File: src/design/fihs_pkg.sv
package fihs_pkg;

    localparam int KEY_W    = 128;
    localparam int HALF_W   = 64;
    localparam int LIMIT_W  = 10;
    localparam int COUNT_W  = 11;
    localparam int STATUS_W = 2;

    localparam logic [HALF_W-1:0]  HASH_ADD    = 64'h9e37_79b9_7f4a_7c15;
    localparam logic [LIMIT_W-1:0] LIMIT_RESET = 10'd716;

    localparam logic [STATUS_W-1:0] STATUS_NEW  = 2'd0;
    localparam logic [STATUS_W-1:0] STATUS_DUP  = 2'd1;
    localparam logic [STATUS_W-1:0] STATUS_FULL = 2'd2;

    typedef struct packed {
        logic [HALF_W-1:0] dev;
        logic [HALF_W-1:0] ino;
    } key_t;

    // queue flags seen by both sides
    typedef struct packed {
        logic full;
        logic empty;
    } q_status_t;

endpackage

File: src/design/fihs_queue.sv
module fihs_queue #(
    parameter int WIDTH = 8
) (
    input  logic                clk,
    input  logic                rst_n,
    input  logic                push,
    input  logic [WIDTH-1:0]    push_data,
    input  logic                pop,
    output logic [WIDTH-1:0]    head_data,
    output fihs_pkg::q_status_t q_stat
);

    logic [WIDTH-1:0] entry_reg [2];
    logic             wr_ptr_reg, rd_ptr_reg;
    logic [1:0]       cnt_reg;
    logic             do_push, do_pop;

    assign q_stat.full  = (cnt_reg == 2'd2);
    assign q_stat.empty = (cnt_reg == 2'd0);
    assign do_push      = push && !q_stat.full;
    assign do_pop       = pop && !q_stat.empty;
    assign head_data    = entry_reg[rd_ptr_reg];

    always_ff @(posedge clk or negedge rst_n)
    begin
        if (!rst_n)
        begin
            wr_ptr_reg <= 1'b0;
            rd_ptr_reg <= 1'b0;
            cnt_reg    <= 2'd0;
        end
        else
        begin
            if (do_push)
            begin
                wr_ptr_reg <= !wr_ptr_reg;
            end
            if (do_pop)
            begin
                rd_ptr_reg <= !rd_ptr_reg;
            end
            cnt_reg <= cnt_reg + {1'b0, do_push} - {1'b0, do_pop};
        end
    end

    always_ff @(posedge clk)
    begin
        if (do_push)
        begin
            entry_reg[wr_ptr_reg] <= push_data;
        end
    end

endmodule

File: config.mk
export PLATFORM = sky130hd
export DESIGN_NAME = fihs_queue
export DESIGN_NICKNAME = d
export VERILOG_FILES = /design/src/design/fihs_pkg.sv /design/src/design/fihs_queue.sv
export SDC_FILE = /design/constraint.sdc
export NUM_CORES = 1
export LEC_CHECK = 0
export ABC_AREA = 1
export BUFFER_PORTS_ARGS = -buffer_cell sky130_fd_sc_hd__buf_4
export CAP_MARGIN = 20
export CORE_ASPECT_RATIO = 0.9
export CORE_UTILIZATION = 35
export DETAILED_ROUTE_END_ITERATION = 16
export SLEW_MARGIN = 20
export SYNTH_ARGS = -nofsm -noshare
export SYNTH_HDL_FRONTEND = slang
export SYNTH_SLANG_ARGS = --single-unit
File: constraint.sdc
create_clock -name clk -period 1.7 [get_ports clk]
set_input_delay 0.085 -clock clk [delete_from_list [all_inputs] [get_ports clk]]
set_output_delay 0.085 -clock clk [all_outputs]
set_load 0.01 [all_outputs]
==> flow_summary_export.csv <==
group,metric,value,unit
grt,grt_pass1_wl,2060,µm
clock_network,postCtsSetupBuffers,0,
die,start_util,37.7,%
timing,setup_tns,0,ns
route,wirelength,1340,µm
clock_network,cts_hold_buf,9,
timing,holdWs,0.0418,ns
grt,grt_util_met1,14.5,%
synthesis,async_flop_share,20.0,%
pwr,pwr-share-clk,21.0,%
clock_network,cts_buffers,3,
clock_network,cts_num_sinks,20,
clock_network,cts_root_buf,"clkbuf_4",
pwr,p_switching,612,µW
route,post_drt_wl_per_cell,9.74,µm
synthesis,netlist_area,831,µm²
grt,use_met2,20.0,%
die,io_pins,22,
final_layout,multi_input_area,193,µm²
timing,fmaxAchievable,0.691,GHz
grt,grt_use_total,12.3,%
route,drc,0,
setup_path,max_stage_delay,0.60,ns
clock_network,cts_tree,"done",
pwr,p_leak,0.000572,µW
synthesis,yosysTopAreaCellShare,57.8,%
clock_network,clk_pin_slew,0.11,ns
route,num_vias,575,
pwr,p_int,1240,µW
setup_path,worstPathCellList,"clkinv_4 -> nand2_1 -> nand2_1 -> buf_4",
die,die-width,53.4,µm
timing,grt_setup_unrepaired,"false",
final_layout,insertedDiodeCount,0,
timing,drv_slew,0,
pwr,power_frac_comb,37.7,%
grt,busiest_layer,"met2",
route,final_antenna_net_count,0,
place,dp_hpwl,937,µm
pwr,power_frac_seq,41.3,%
setup_path,cp_num_buf_inv,2,
setup_path,critical_path.top_delay_family,"flip-flops",
timing,hold_viol,0,
synthesis,netlist_instances,75,
grt,grt_overflow,0,
synthesis,yosysMostFrequentCell,"nand2_1",
route,dr.pass1.iters,4,
die,dieArea,2570,µm²
synthesis,synthTopCellsByArea,"edfxtp_1, nand2_1, dfrtp_1",
outcome,status,"finished clean",
place,portBuffers,21,
final_layout,area_growth,41.9,%
synthesis,synth_edf_count,16,
final_layout,largest_reg_flops,16,
hold_path,min_path_type,"input pin to flip-flop",
timing,worst_pin_slew,0.400,ns
route,routed_via_density,4.17,
timing,clock_skew,0.00283,ns
grt,antenna_found_initial,0,
setup_path,cpMostUsedCell,"nand2_1",
final_layout,regArea,581,µm²
place,gp_congestion,0.664,
synthesis,synth_warnings,0,
pwr,power_density,1570,nW/µm²
final_layout,drive_gt1_share,28.8,%
die,coreArea,2200,µm²
grt,grt_max_degree,13,
setup_path,cp-end-kind,"output pin",
pwr,ir_worst_vdd,0.000747,V
flow_run,cap_viol_max_count,0,
clock_network,worstSkewPairLatency,0.30,ns
final_layout,fill_cells,194,
timing,min_period,1.45,ns
synthesis,synth_fp_nets,89,
synthesis,synth.distinct_cells,12,
setup_path,critPathLaunchType,"flip-flop",
setup_path,crit_path_top_delay_cell,"dfrtp_1",
synthesis,ys_ff_latch,20,
timing,setup_viol,0,
setup_path,cp.arrival,1.36,ns
setup_path,required,1.62,ns
place,dpl_worst_slack,0.317,ns
route,drt_iter0_drc,10,
synthesis,ys_seq_area_share,69.9,%
grt,use_met3,1.87,%
setup_path,critical_path_class,"flip-flop to output pin",
timing,worst_slack,0.253,ns
clock_network,clock_path_buffers,2,
final_layout,fin_util,53.5,%
clock_network,cts_htree_levels,1,
grt,grt_pass1_vias,480,
final_layout,nNetsFinal,126,
synthesis,avgSynthCellArea,11.1,µm²
timing,timing.final.crit_share,85.1,%
pwr,netSwitchingFraction,33.1,%
setup_path,crit_fanout,10,
synthesis,synthFlopType,"edfxtp_1",
timing,slew_headroom,73.3,%
die,num_rows,16,
synthesis,synth_common_cells,"nand2_1, edfxtp_1, inv_1",
clock_network,cts.repair.resized,0,
synthesis,synth_top_cell_by_area,"edfxtp_1",
die,die_h,48.2,µm
==> path summary, 6_finish.rpt <==
path / to / depth (start not counted) / from / slack, ns
worst max-delay path: head_data[7] / 4 / rd_ptr_reg$_DFFE_PN0P_ / 0.25
worst min-delay path: wr_ptr_reg$_DFFE_PN0P_ / 3 / push / 0.04
worst max register to register: cnt_reg[1]$_DFF_PN0_ / 9 / cnt_reg[1]$_DFF_PN0_ / 0.30
worst min register to register: wr_ptr_reg$_DFFE_PN0P_ / 2 / wr_ptr_reg$_DFFE_PN0P_ / 0.49
max in group asynchronous: rd_ptr_reg$_DFFE_PN0P_ / 2 / rst_n / 1.51
min in group asynchronous: cnt_reg[1]$_DFF_PN0_ / 2 / rst_n / 0.09
==> cells by family (layout without fill, tap and decap cells) <==
logic type	after synthesis	count (layout)	share of synthesized area, %
simple gates	41	41	20.2
buf+inv	12	48	6.93
flops	20	20	69.9
fa+ha+maj	2	2	3.01
==> cell type report <==
type                       instances  area share (%)
multi-input combinational         43            16.3
sequential                        20            49.3
clock buffer                       3            1.91
clock inverter                     1            2.55
timing repair buffer              33            23.1
tap                               27            2.87
inverter                          11            3.93
==> cells in the final DEF (no fill, tap or decap) <==
cell type / count
bufinv_16: 1
buf_4: 23
nand2_1: 35
dfrtp_1: 4
ha_1: 2
dlygate4sd3_1: 10
edfxtp_1: 16
clkbuf_4: 3
clkinv_4: 1
nand2_2: 2
nor2_1: 1
inv_1: 9
nand3_1: 2
inv_2: 1
nand3_2: 1
==> per-stage QoR <==
step           power, µW  instance area, µm²  instances
2_1_floorplan       1180                 831         75
3_3_place_gp        1450                1030        124
3_5_place_dp        1470                1030        124
4_1_cts             1870                1170        137
5_1_grt             2010                1180        138
6_report            1850                1180        138
==> worst register-to-register path: cells and delay by family (launching register included) <==
| family | cells | cell delay [ns] |
|---|---|---|
| flops | 1 | 0.42 |
| fa+ha+maj | 2 | 0.44 |
| simple gates | 4 | 0.28 |
| buf+inv | 3 | 0.17 |
==> power groups by stage <==
stage               logic (µW)  clock network, µW  registers (µW)
detailed placement         693                  0             775
CTS                        712                400             763
floorplan                  448                  0             728
global route               809                424             778
finish                     697                388             763
global placement           682                  0             772
==> layer usage <==
metal	share of wire [%]	wire length, µm
met5	0	0
met4	3.9	53
met3	2.5	33
met2	47	625
met1	47	633
(Power assumes the default switching activity.)
