### config.mk
export PLATFORM = sky130hd
export DESIGN_NAME = fihs_front
export DESIGN_NICKNAME = d
export VERILOG_FILES = /design/src/design/fihs_pkg.sv /design/src/design/fihs_front.sv
export SDC_FILE = /design/constraint.sdc
export NUM_CORES = 1
export LEC_CHECK = 0
export BUFFER_PORTS_ARGS = -buffer_cell sky130_fd_sc_hd__buf_2
export CORE_ASPECT_RATIO = 0.7
export CORE_MARGIN = 5
export CORE_UTILIZATION = 25
export CTS_BUF_LIST = sky130_fd_sc_hd__clkbuf_4 sky130_fd_sc_hd__clkbuf_8
export CTS_CLUSTER_SIZE = 20
export DETAILED_ROUTE_END_ITERATION = 6
export PLACE_DENSITY = 0.52
export SETUP_SLACK_MARGIN = 0.05
export SYNTH_ARGS = -nofsm -noshare
export SYNTH_HDL_FRONTEND = slang
export SYNTH_SLANG_ARGS = --single-unit
### constraint.sdc
create_clock -name clk -period 8.1 [get_ports clk]
set_input_delay 0.81 -clock clk [delete_from_list [all_inputs] [get_ports clk]]
set_output_delay 0.81 -clock clk [all_outputs]
set_load 0.02 [all_outputs]
### src/design/fihs_pkg.sv
package fihs_pkg;

    localparam int KEY_W    = 128;
    localparam int HALF_W   = 64;
    localparam int LIMIT_W  = 10;
    localparam int COUNT_W  = 11;
    localparam int STATUS_W = 2;

    localparam logic [HALF_W-1:0]  HASH_ADD    = 64'h9e37_79b9_7f4a_7c15;
    localparam logic [LIMIT_W-1:0] LIMIT_RESET = 10'd716;

    localparam logic [STATUS_W-1:0] STATUS_NEW  = 2'd0;
    localparam logic [STATUS_W-1:0] STATUS_DUP  = 2'd1;
    localparam logic [STATUS_W-1:0] STATUS_FULL = 2'd2;

    typedef struct packed {
        logic [HALF_W-1:0] dev;
        logic [HALF_W-1:0] ino;
    } key_t;

    // queue flags seen by both sides
    typedef struct packed {
        logic full;
        logic empty;
    } q_status_t;

endpackage

### src/design/fihs_front.sv
module fihs_front #(
    parameter int CAPACITY = 1024
) (
    input  logic                        clk,
    input  logic                        rst_n,
    input  logic                        item_valid,
    output logic                        item_stall,
    input  logic [63:0]                 device_number,
    input  logic [63:0]                 inode_number,
    input  logic                        clearing,
    input  fihs_pkg::q_status_t         q_stat,
    output logic                        push,
    output fihs_pkg::key_t              push_key,
    output logic [$clog2(CAPACITY)-1:0] push_home
);

    localparam int AW = $clog2(CAPACITY);

    localparam logic [1:0] F_IDLE = 2'd0;
    localparam logic [1:0] F_ADD  = 2'd1;
    localparam logic [1:0] F_HASH = 2'd2;
    localparam logic [1:0] F_PUSH = 2'd3;

    logic [1:0]     state_reg, state_next;
    fihs_pkg::key_t key_reg, key_next;
    logic [63:0]    sum_a_reg, sum_a_next;
    logic [63:0]    sum_b_reg, sum_b_next;
    logic [AW-1:0]  home_reg, home_next;
    logic [63:0]    mix;
    logic           accept;

    assign accept     = (state_reg == F_IDLE) && !clearing && item_valid;
    assign item_stall = (state_reg != F_IDLE) || clearing;
    assign push       = (state_reg == F_PUSH) && !q_stat.full;
    assign push_key   = key_reg;
    assign push_home  = home_reg;

    // CAPACITY must be a power of two, which this module does not enforce: home slot is the low hash bits
    assign mix = key_reg.dev ^ (sum_a_reg + sum_b_reg);

    always_comb
    begin
        state_next = state_reg;
        key_next   = key_reg;
        sum_a_next = sum_a_reg;
        sum_b_next = sum_b_reg;
        home_next  = home_reg;
        unique case (state_reg)
            F_IDLE:
            begin
                if (accept)
                begin
                    key_next.dev = device_number;
                    key_next.ino = inode_number;
                    state_next   = F_ADD;
                end
            end
            F_ADD:
            begin
                sum_a_next = key_reg.ino + fihs_pkg::HASH_ADD;
                sum_b_next = (key_reg.dev << 6) + (key_reg.dev >> 2);
                state_next = F_HASH;
            end
            F_HASH:
            begin
                home_next  = mix[AW-1:0];
                state_next = F_PUSH;
            end
            F_PUSH:
            begin
                if (!q_stat.full)
                begin
                    state_next = F_IDLE;
                end
            end
            default:
            begin
                state_next = F_IDLE;
            end
        endcase
    end

    always_ff @(posedge clk or negedge rst_n)
    begin
        if (!rst_n)
        begin
            state_reg <= F_IDLE;
        end
        else
        begin
            state_reg <= state_next;
        end
    end

    always_ff @(posedge clk)
    begin
        key_reg   <= key_next;
        sum_a_reg <= sum_a_next;
        sum_b_reg <= sum_b_next;
        home_reg  <= home_next;
    end

endmodule

==> impl_results.md <==
* Outcome: completed
* All-Layer GR Usage at 0.112
* Most frequent cells after synthesis: edfxtp_1, ha_1, xnor2_1
* Max-slew violations at 0
* Area contributors post-synth: edfxtp_1, ha_1, xnor2_1, xor2_1, dfrtp_1
* Placer congestion estimate at about 0.77
* Pre-Repair DR Iteration Count at 4
* Initial antenna violation count at 9
* Fin worst setup slack at around 5.3 ns
* Setup TNS Final at 0 ns
* FF+latch count, synth at 160
* Peak supply drop at 138 uV
* Post-synth top area share at 0.838
* Std-Cell Rows at 46
* WP data arrival at 2.88 ns
* Final min period at roughly 2.8 ns
* Critical Path RT at a little over 8 ns
* DR vias at 3430
* First-pass GRT wire length at 21200 microns
* RSZ-0062 raised after global routing: no
* Final instance area at just under 0.008 sq mm
* Hold Crit Class: input port to asynchronous set/reset pin
* Clock Latency Late Sink at 0.46 ns
* Setup-failing EPs final at 0
* # clock sinks at 160
* Post-CTS setup buffers at 0
* Area Growth Syn to Fin at 38.2%
* # IOs at between 200 and 300
* Async set-reset flop share out of synthesis at 0.0125
* Placed Area at roughly 0.0074 sq mm
* Fin nets at between 700 and 800
* Layout fillers at 2186
* Clk_skew at 0.0159 ns
* Post-synthesis instance area at 0.00566 sq mm
* Synth Warn # at 0
* CTS max path bufs at 2
* Maxcap violations at 0
* Distinct cells, synth at 32
* Via-per-instance ratio at 3.96
* Initial Utilization at 0.252
* Max FFs per register at 128
* CTS buffer count at 17
* Top FF cell, synth: edfxtp_1
* Leakage Power at 3.19 nW
* Kind of critical path: flop to flop
* H-tree levels at 4
* Worst reg-to-reg path cell count at 6
* Grt total ovfl at 0
* Post-synth EDFFs at 158
* TritonCTS clock tree: built
* PortBufs at 272
* Clock slew at reported path FFs at 0.09 ns
* Placement Setup Slack at 4.98 ns
* Most frequent cell after synthesis: edfxtp_1
* FF-to-FF Start: state_reg[0]
* CP endpoint kind: flop
* P per Cell Area at 299 mW/mm^2
* Final hold vios at 0
* Crit path max fanout at 78
* Seq/Total Area, Yosys at 0.846
* Vias in the first global route at about 3600
* FF-to-FF setup slack at about 5.3 ns
* Syn Area/Cell at 21.0 sq um
* CP Launch Type: flop
* Initial DRC count at 140
* Worst slew pin tran at 0.967 ns
* Core ar. at 0.0224 sq mm
* Root Buffer Master: clkbuf_8
* Tot Pwr at between 2 and 2.5 mW
* Die ar. at between 0.02 and 0.03 sq mm
* Gate Count Post-Synth at 270
* Detail-routed net length per standard cell at 16.9 microns
* Antenna Nets Post-Route at 0
* Post-synth top area cell: edfxtp_1
* Die H at 136 microns
* Largest net degree at the start of global routing at 79
* Hold_buf cts at 0
* Total Routed Length at 14600 microns
* CTS resizes at 0
* Fmax at 357 MHz
* Die Wd at about 190 microns
* Share of cells above drive strength 1 at 0.538
* Fin crit share at 0.345
* Worst flop-to-flop path endpoint: push_key[97]
* Slew margin rel. at 0.355
* Post-Syn Nets at 424
* DRC viols at 0
* HPWL Detailed at 11500 microns
-- power by group --
group / switching [mW] / internal, mW
Clock: 0.342 / 0.265
Sequential: 0.0470 / 1.10
Combinational: 0.370 / 0.217
-- cell type report --
class | instances | area, sq um | area share
Timing Repair Buffer | 274 | 1380 | 0.176
Clock inverter | 14 | 171 | 0.0219
Clock buffer | 18 | 241 | 0.0308
Tap cell | 288 | 360 | 0.0460
Sequential cell | 160 | 4790 | 0.612
Inverter | 10 | 37.5 | 0.00479
Antenna cell | 3 | 7.51 | 0.000959
Multi-Input combinational cell | 100 | 840 | 0.107
-- per-layer routing --
layer	vias to the layer above	global-route usage	routed length [microns]
met1	1618	0.117	5330
met3	22	0.0783	1760
li1	1631	-	-
met4	14	0.0301	135
met5	-	0	94
met2	145	0.184	7320
-- critical path, cell delays in order (launching register included) --
cell and delay, ns:
dfrtp_1 0.41, inv_1 0.13, ha_1 0.19, nand2b_1 0.11, nor2_4 0.08, buf_4 0.52, buf_4 0.82
-- kinds of logic after synthesis --
family	Yosys count	share of synthesized area
AO/OA/AOI/OAI	26	0.0318
XOR/XNOR	28	0.0457
adder cells (fa/ha/maj)	20	0.0468
buffers and inverters	10	0.00663
flip-flops	160	0.846
AND/OR/NAND/NOR	26	0.0225
-- worst max path at each step --
| stage | start | slack, ns | endpoint |
|---|---|---|---|
| floorplan | clearing | 1.06 | push_key[0] |
| global placement | clearing | 5.06 | push_key[25] |
| detailed placement | clearing | 4.98 | push_key[96] |
| CTS | state_reg[0] | 5.24 | push_key[79] |
| global route | state_reg[1] | 5.08 | push_key[29] |
| finish | state_reg[0] | 5.30 | push_key[97] |
-- cell usage in the layout (no fill, tap or decap), types with 3 or more instances in the layout --
cell and instances:
a21oi_1 8, inv_1 10, inv_8 6, clkbuf_8 17
xnor2_1 17, nand2_1 6, nor2_1 6, o21ai_0 4
a21o_1 4, diode_2 3, buf_2 272, edfxtp_1 158
ha_1 18, xor2_1 10
-- metrics by stage --
stage,util,hold slack [ns],cells
5_1_grt,0.349,0.0589,866
2_1_floorplan,-,0.514,270
3_3_place_gp,0.330,0.514,832
3_5_place_dp,0.330,0.524,832
4_1_cts,0.348,0.0684,864
6_report,0.349,0.115,867
Power figures use the tool's default switching activity.
